`src/rtl/core/sxfb_pkg.sv`:
```
// sxfb_pkg: shared types, screen constants and sprite mask helper for the
// sprite xor framebuffer. no dependencies.
`timescale 1ns / 1ps
`default_nettype none

package sxfb_pkg;

  localparam int unsigned ScreenWidth  = 64;
  localparam int unsigned ScreenHeight = 32;
  localparam int unsigned XW           = $clog2(ScreenWidth);
  localparam int unsigned YW           = $clog2(ScreenHeight);
  localparam int unsigned SumW         = $clog2(ScreenHeight + 15);
  localparam int unsigned SpriteW      = 8;
  localparam int unsigned RowPixW      = 64;

  typedef enum logic [1:0] {
    FUNC_CLEAR = 2'd0,
    FUNC_DRAW  = 2'd1,
    FUNC_READ  = 2'd2
  } func_e;

  typedef struct packed {
    logic [1:0]         func;
    logic [7:0]         x_coord;
    logic [7:0]         y_coord;
    logic [3:0]         row_offset;
    logic [SpriteW-1:0] row_bits;
    logic               last_row;
  } req_t;

  typedef struct packed {
    logic               collision;
    logic               sprite_done;
    logic [RowPixW-1:0] row_pixels;
  } rsp_t;

  typedef struct packed {
    logic          clear;
    logic          draw;
    logic          read;
    logic          we;
    logic [YW-1:0] row_idx;
  } row_op_t;

  // bit 7 of the sprite lands at column x, columns past the edge drop out
  function automatic logic [ScreenWidth-1:0] sprite_mask(logic [XW-1:0] x,
                                                         logic [SpriteW-1:0] bits);
    logic [SpriteW-1:0]             rev;
    logic [ScreenWidth+SpriteW-1:0] wide;
    for (int b = 0; b < SpriteW; b++) begin
      rev[b] = bits[SpriteW-1-b];
    end
    wide = {{ScreenWidth{1'b0}}, rev} << x;
    return wide[ScreenWidth-1:0];
  endfunction

endpackage

`default_nettype wire

```
`src/rtl/core/sxfb_row_alu.sv`:
```
// sxfb_row_alu: decodes one request, picks the framebuffer row and computes
// the xor-updated row and collision hit. depends on sxfb_pkg.
`timescale 1ns / 1ps
`default_nettype none

module sxfb_row_alu (
  input  wire  sxfb_pkg::req_t                      req_i,
  input  wire  logic [sxfb_pkg::ScreenWidth-1:0]    cur_row_i,
  output sxfb_pkg::row_op_t                         op_o,
  output logic [sxfb_pkg::ScreenWidth-1:0]          new_row_o,
  output logic                                      hit_o
);

  logic [sxfb_pkg::SumW-1:0]        row_sum;
  logic                             in_range;
  logic [sxfb_pkg::ScreenWidth-1:0] mask;

  assign row_sum = sxfb_pkg::SumW'(req_i.y_coord % sxfb_pkg::ScreenHeight)
                 + sxfb_pkg::SumW'(req_i.row_offset);
  assign in_range = row_sum < sxfb_pkg::SumW'(sxfb_pkg::ScreenHeight);
  assign mask = sxfb_pkg::sprite_mask(
                  sxfb_pkg::XW'(req_i.x_coord % sxfb_pkg::ScreenWidth), req_i.row_bits);

  always_comb begin
    op_o = '0;
    case (sxfb_pkg::func_e'(req_i.func))
      sxfb_pkg::FUNC_CLEAR: begin
        op_o.clear = 1'b1;
      end
      sxfb_pkg::FUNC_DRAW: begin
        op_o.draw    = 1'b1;
        op_o.we      = in_range;
        op_o.row_idx = row_sum[sxfb_pkg::YW-1:0];
      end
      sxfb_pkg::FUNC_READ: begin
        op_o.read    = 1'b1;
        op_o.row_idx = sxfb_pkg::YW'(req_i.y_coord % sxfb_pkg::ScreenHeight);
      end
      default: begin
        op_o = '0;
      end
    endcase
  end

  assign new_row_o = cur_row_i ^ mask;
  assign hit_o     = op_o.we && ((cur_row_i & mask) != '0);

endmodule

`default_nettype wire

```
`src/rtl/core/sprite_xor_framebuffer_top.sv`:
```
// sprite_xor_framebuffer_top: request register, row update logic, flag and
// result register around the framebuffer. depends on sxfb_pkg, sxfb_row_alu.
// a request is held in the request register, then in the result register.
// throughput: one request per cycle while the output is taken; the request
// register drains into the result register whenever that is empty or being taken.
// reset: asynchronous, clears every pixel, the collision flag and all valids.
`timescale 1ns / 1ps
`default_nettype none

module sprite_xor_framebuffer_top (
  input  wire  logic            clk_i,
  input  wire  logic            rst_ni,
  input  wire  logic            in_valid_i,
  output logic                  in_ready_o,
  input  wire  sxfb_pkg::req_t  in_req_i,
  output logic                  out_valid_o,
  input  wire  logic            out_ready_i,
  output sxfb_pkg::rsp_t        out_rsp_o
);

  sxfb_pkg::req_t                   req_q;
  logic                             s1_valid_q;
  logic                             out_valid_q;
  sxfb_pkg::rsp_t                   rsp_q;
  sxfb_pkg::rsp_t                   rsp_d;
  logic                             accum_q;
  logic                             accum_d;
  logic [sxfb_pkg::ScreenWidth-1:0] frame_q [sxfb_pkg::ScreenHeight];
  logic [sxfb_pkg::ScreenWidth-1:0] cur_row;
  logic [sxfb_pkg::ScreenWidth-1:0] new_row;
  logic                             hit;
  logic                             coll;
  sxfb_pkg::row_op_t                op;
  logic                             accept;
  logic                             s1_adv;
  logic                             frame_any;

  assign accept     = in_valid_i && in_ready_o;
  assign s1_adv     = s1_valid_q && (!out_valid_q || out_ready_i);
  assign in_ready_o = !s1_valid_q || s1_adv;

  assign cur_row = frame_q[op.row_idx];

  sxfb_row_alu u_row_alu (
    .req_i      (req_q),
    .cur_row_i  (cur_row),
    .op_o       (op),
    .new_row_o  (new_row),
    .hit_o      (hit)
  );

  assign coll    = accum_q || hit;
  assign accum_d = req_q.last_row ? 1'b0 : coll;

  always_comb begin
    rsp_d             = '0;
    rsp_d.collision   = op.draw && coll;
    rsp_d.sprite_done = op.draw && req_q.last_row;
    if (op.read) begin
      rsp_d.row_pixels = 64'(cur_row);
    end
  end

  always_ff @(posedge clk_i or negedge rst_ni) begin
    if (!rst_ni) begin
      s1_valid_q <= 1'b0;
    end else if (accept) begin
      s1_valid_q <= 1'b1;
    end else if (s1_adv) begin
      s1_valid_q <= 1'b0;
    end
  end

  always_ff @(posedge clk_i) begin
    if (accept) begin
      req_q <= in_req_i;
    end
  end

  always_ff @(posedge clk_i or negedge rst_ni) begin
    if (!rst_ni) begin
      out_valid_q <= 1'b0;
    end else if (s1_adv) begin
      out_valid_q <= 1'b1;
    end else if (out_ready_i) begin
      out_valid_q <= 1'b0;
    end
  end

  always_ff @(posedge clk_i) begin
    if (s1_adv) begin
      rsp_q <= rsp_d;
    end
  end

  always_ff @(posedge clk_i or negedge rst_ni) begin
    if (!rst_ni) begin
      accum_q <= 1'b0;
    end else if (s1_adv && op.draw) begin
      accum_q <= accum_d;
    end
  end

  always_ff @(posedge clk_i or negedge rst_ni) begin
    if (!rst_ni) begin
      for (int i = 0; i < sxfb_pkg::ScreenHeight; i++) begin
        frame_q[i] <= '0;
      end
    end else if (s1_adv) begin
      if (op.clear) begin
        for (int i = 0; i < sxfb_pkg::ScreenHeight; i++) begin
          frame_q[i] <= '0;
        end
      end else if (op.we) begin
        frame_q[op.row_idx] <= new_row;
      end
    end
  end

  always_comb begin
    frame_any = 1'b0;
    for (int i = 0; i < sxfb_pkg::ScreenHeight; i++) begin
      frame_any = frame_any || (frame_q[i] != '0);
    end
  end

  assign out_valid_o = out_valid_q;
  assign out_rsp_o   = rsp_q;

  // stalls only when both stages are full and the output is held
  assert property (@(posedge clk_i) disable iff (!rst_ni)
    !in_ready_o |-> (s1_valid_q && out_valid_q && !out_ready_i))
    else $error("request side stalled without backpressure");

  assert property (@(posedge clk_i) disable iff (!rst_ni)
    s1_adv |=> out_valid_o)
    else $error("advanced request produced no result");

  assert property (@(posedge clk_i) disable iff (!rst_ni)
    (s1_adv && op.draw && req_q.last_row) |=> !accum_q)
    else $error("collision flag not cleared at end of sprite");

  assert property (@(posedge clk_i) disable iff (!rst_ni)
    (s1_adv && op.clear) |=> !frame_any)
    else $error("framebuffer not blank after clear");

endmodule

`default_nettype wire
```
`config.mk`:
```
export PLATFORM = sky130hd
export DESIGN_NAME = sprite_xor_framebuffer_top
export DESIGN_NICKNAME = d
export VERILOG_FILES = /design/src/rtl/core/sxfb_pkg.sv /design/src/rtl/core/sxfb_row_alu.sv /design/src/rtl/core/sprite_xor_framebuffer_top.sv
export SDC_FILE = /design/constraint.sdc
export NUM_CORES = 2
export LEC_CHECK = 0
export ABC_CLOCK_PERIOD_IN_PS = 13700
export BUFFER_PORTS_ARGS = -buffer_cell sky130_fd_sc_hd__buf_2
export CAP_MARGIN = 20
export CORE_ASPECT_RATIO = 1.75
export CORE_MARGIN = 4
export CORE_UTILIZATION = 44
export CTS_CLUSTER_SIZE = 30
export DETAILED_ROUTE_END_ITERATION = 6
export PLACE_DENSITY = 0.56
export SYNTH_ARGS = -nofsm -noshare
export SYNTH_HDL_FRONTEND = slang
export SYNTH_HIERARCHICAL = 1
export SYNTH_SLANG_ARGS = --single-unit
```
`constraint.sdc`:
```
create_clock -name clk_i -period 13.7 [get_ports clk_i]
set_input_delay 1.37 -clock clk_i [delete_from_list [all_inputs] [get_ports clk_i]]
set_output_delay 1.37 -clock clk_i [all_outputs]
set_load 0.005 [all_outputs]
```
# Word level (Yosys, flattened, before mapping)
# Index checks and enable logic that the tools add are counted.
[op_classes]
n_lt_le_gt_ge = 3
muxes = 18
bitwise_logic = 3
eq_ne = 2
add_sub_neg = 1
n_shift = 1
n_reduce_logical = 18
[ops]
columns = ["cell", "n"]
rows = [
  ["two-way mux 2048 bit", 2],
  ["bitwise mux 2048 bit", 1],
  ["binary-select mux 64 bit (select 5 bit)", 1],
  ["demux 64 bit (select 5 bit)", 1],
  ["two-way mux 64 bit", 3],
  ["AND 64 bit", 1],
  ["nonzero test 64 bit", 1],
  ["left shift 8 x 6 -> 64 bit", 1],
  ["XOR 64 bit", 1],
  ["case mux 5 bit (2 select lines)", 1],
  ["two-way mux 1 bit", 9],
  ["logical AND 1 bit", 7],
  ["adder 5 x 4 -> 6 bit", 1],
  ["greater-or-equal comparator 6 bit, second input constant", 1],
  ["less-than comparator 6 x 1 -> 1 bit, second input constant", 1],
  ["less-than comparator 6 bit, second input constant", 1],
  ["NOT 5 -> 6 bit", 1],
  ["nonzero test 2 bit", 3],
  ["logical OR 1 bit", 3],
  ["equality test 2 x 1 -> 1 bit, second input constant", 1],
  ["equality test 2 bit, second input constant", 1],
  ["zero test 1 bit", 2],
  ["zero test 2 bit", 1],
  ["AND reduction 2 bit", 1],
]
[totals]
output_inout_bits = 68
in_bits = 35
wordCells = 90
register_bits = 2143

# Logic depth before layout (Yosys ltp)
[depth]
word_depth = 11
depth_mapped = 21
ltp_nobuf = 17

# Modules after synthesis
# Netlist, hierarchy kept.
[modules_own_cells]
columns = ["module", "area_per_inst_um2", "seq_area_each_um2", "cells_per_inst", "instances"]
rows = [
  ["sprite_xor_framebuffer_top", 92658.9, 54237.0, 7046, 1],
  ["sxfb_row_alu", 2272.2, 0.0, 281, 1],
]

# Worst setup path after synthesis
# OpenSTA, ideal clock, no wires.
[synth_path]
kind = "input-to-reg"
from = "in out_ready_i"
to = "reg accum_q"
stages = 4
arrival_time_ps = 4928
path_slack_ps = 8677
n_path_buf = 0
required_time_ps = 13604
setup_time_ps = 96
path_cell_list = "nor2b_1 > nor2b_1 > a31oi_1 > a21oi_1"
[synth_via]
elab_chain_len = 3
[synth_rtl]
columns = ["item", "line", "rtl"]
rows = [
  ["start: declaration", "sprite_xor_framebuffer_top.sv:17", "input wire logic out_ready_i,"],
  ["logical OR 1 bit", "sprite_xor_framebuffer_top.sv:39", "assign s1_adv = s1_valid_q && (!out_valid_q || out_ready_i);"],
  ["logical AND 1 bit", "sprite_xor_framebuffer_top.sv:39", ""],
  ["named net s1_adv", "sprite_xor_framebuffer_top.sv:35", "logic s1_adv;"],
  ["logical AND 1 bit", "sprite_xor_framebuffer_top.sv:99", "end else if (s1_adv && op.draw) begin"],
  ["end signal: assignment", "sprite_xor_framebuffer_top.sv:100", "accum_q <= accum_d;"],
  ["end: declaration", "sprite_xor_framebuffer_top.sv:26", "logic accum_q;"],
]
# The timed path passes the listed nets, and every way through them passes these cells.
# A chain may end at the register's enable or synchronous reset.

==> results.cfg <==
[outcome]
status = completed

[cells_and_area]
n_fill_cell = 18800
nets = 7142
fin_util_pct = 49.0
layout_commonest_cell = dfrtp_1
area_delta_synth_final_pct = 10.8
layout-drive-gt1-share_pct = 11.0
register_area_sq_um = 54100
multiInputGateArea_sq_um = 37000
mostFrequentLayoutCells = 2051 x dfrtp_1, 2048 x o2bb2ai_1, 1030 x mux2i_1

[worst_setup_path]
crit_path_max_fanout = 72
endpoint_kind = flip-flop
endpoint = out_rsp_o[65]
crit_slowest_cell = nor4_2
timing.rr.end = out_rsp_o[65]
critPathKind = flip-flop to flip-flop
ff2ff_path_depth = 16
worst_path_largest_cell_delay_ns = 0.88
cp_num_buf_inv = 3
reg2reg_slack_ns = 5.65
startpoint = req_q[29]
required_ns = 14.30
r2r_start = req_q[29]
worst_ep_arrival_time_ns = 8.65
start_kind = flip-flop
cp.depth = 16
crit_family = simple AND/OR/NAND/NOR gates
crit_path_cell_trace = inv_1 > ha_4 > a22oi_1 > nor2b_4 > buf_12 > buf_4 > mux2i_1 > o22ai_1 > nor4_1 > nand2_1 > ha_1 > nor4_2 > nand4_1 > or4_1 > and3_1 > o21a_1

[clock_network]
insertion_delay_ns = 0.88
numCtsBuffers = 206
clock_path_buffers = 4
cts-hold-fix-buffers = 0
h-tree-depth = 4
clkTransAtPathRegs_ns = 0.06
root_buffer = clkbuf_16
cts_sinks = 2143
cts_tree = done
post_cts_buffers = 0
cts_resized = 0

[die]
core_sq_um = 215000
rows = 225
dieArea_sq_um = 223000
die-height_um = 622
boundaryPins = 103
die_w_um = 359
start_util_pct = 44.2

[sta]
min_period_over_period_pct = 58.7
finalCriticalPeriod_ns = 8.05
setup_tns_ns = 0
worst_pin_slew_ns = 1.22
relSlewSlack_pct = 18.1
final-setup-viol-count = 0
grt_setup_unrepaired = no
clock_skew_ns = 0.0534
fmax_mhz = 124
slew_violations = 0
final_hold_viol_count = 0

[pwr]
p_int_mw = 9.97
ir_drop_v = 0.000105
seq_power_share_pct = 48.3
p_clk_share_pct = 44.0
power.leakage_nw = 41.6
p_sw_share_pct = 25.4
p_sw_mw = 3.40
p_per_area_nw_per_um2 = 127
power_frac_comb_pct = 7.7

[global_routing]
overflow = 0
grt_pass1_vias = 71900
grt_pass1_wl_mm = 540
grtUsageTotal_pct = 32.9
grt_max_degree = 169
antenna_found_initial = 19

[drt]
vias_per_cell = 7.02
drc_errors = 0
wirelength_mm = 377
drt_iter0_markers = 7552
dr.pass1.iters = 7
wl_per_cell_um = 37.6
vias = 70500
antenna_left = 0

[logic_synthesis]
yosysWarnings = 6
postSynthCellCount = 7322
avgSynthCellArea_sq_um = 12.9
syn-cell-area_sq_um = 94800
syn_nets = 7429

[place]
io_buffers = 97
gp_routability_congestion = 0.893
dp_hpwl_mm = 211

[worst_hold_path]
hold_start = frame_q[1290]
hold_path_class = flip-flop to flip-flop

[run]
cap_violations = 0
-- state kept, by name (all words and copies together), names as in the netlist --
register	cells
frame_q	2048
out_valid_o	1
req_q	26
out_rsp_o	66
accum_q	1
s1_valid_q	1
-- power by group through the flow --
| stage | Clock (mW) | Combinational, mW | Sequential, mW |
|---|---|---|---|
| floorplan | 0 | 0.497 | 6.57 |
| global placement | 0 | 0.982 | 6.58 |
| detailed placement | 0 | 0.995 | 6.58 |
| CTS | 5.95 | 0.997 | 6.46 |
| global route | 6.17 | 1.05 | 6.46 |
| finish | 5.89 | 1.02 | 6.46 |
-- per-stage QoR --
stage | total power [mW] | setup WS (ns) | cells | instance area [sq um] | hold WS [ns]
after floorplan | 7.07 | 8.68 | 7322 | 94800 | 0.455
after global placement | 7.56 | 5.91 | 9611 | 96900 | 0.469
after detailed placement | 7.57 | 5.89 | 9623 | 97200 | 0.473
after CTS | 13.4 | 5.88 | 9992 | 104000 | 0.489
after global routing | 13.7 | 5.73 | 10000 | 105000 | 0.496
final | 13.4 | 5.65 | 10000 | 105000 | 0.486
-- area by class of cell --
| class | count | share of cell area (%) |
|---|---|---|
| Inverter | 5 | 0.0179 |
| Multi-Input combinational cell | 4313 | 35.2 |
| Antenna cell | 8 | 0.0191 |
| Tap cell | 2837 | 3.38 |
| Clock buffer | 307 | 5.79 |
| Clock inverter | 62 | 0.643 |
| Sequential cell | 2143 | 51.5 |
| Timing Repair Buffer | 366 | 3.45 |
-- metal layers --
| metal | share of wire (%) | global-route usage, % | routed length (um) |
|---|---|---|---|
| met5 | 0.013 | 0 | 50 |
| met2 | 46 | 52.4 | 175000 |
| met1 | 38 | 41.0 | 142000 |
| met3 | 8.1 | 6.43 | 30700 |
| met4 | 7.9 | 21.0 | 29800 |
-- worst min-delay path by stage --
stage | end | cells past startpoint
after detailed placement | frame_q[505] | 1
after global placement | frame_q[586] | 1
after floorplan | frame_q[1000] | 1
after CTS | frame_q[122] | 1
after global routing | frame_q[1545] | 1
final | frame_q[1290] | 1
-- worst reg2reg max path, stage by stage (launching register included) --
cell and delay [ns]:
edfxtp_1 0.41, inv_1 0.18, ha_4 0.53, a22oi_1 0.22, nor2b_4 0.61, buf_12 0.52
buf_4 1.11, mux2i_1 0.32, o22ai_1 0.14, nor4_1 0.63, nand2_1 0.24, ha_1 0.27
nor4_2 0.88, nand4_1 0.42, or4_1 0.83, and3_1 0.32, o21a_1 0.18
(Power assumes the default switching activity.)
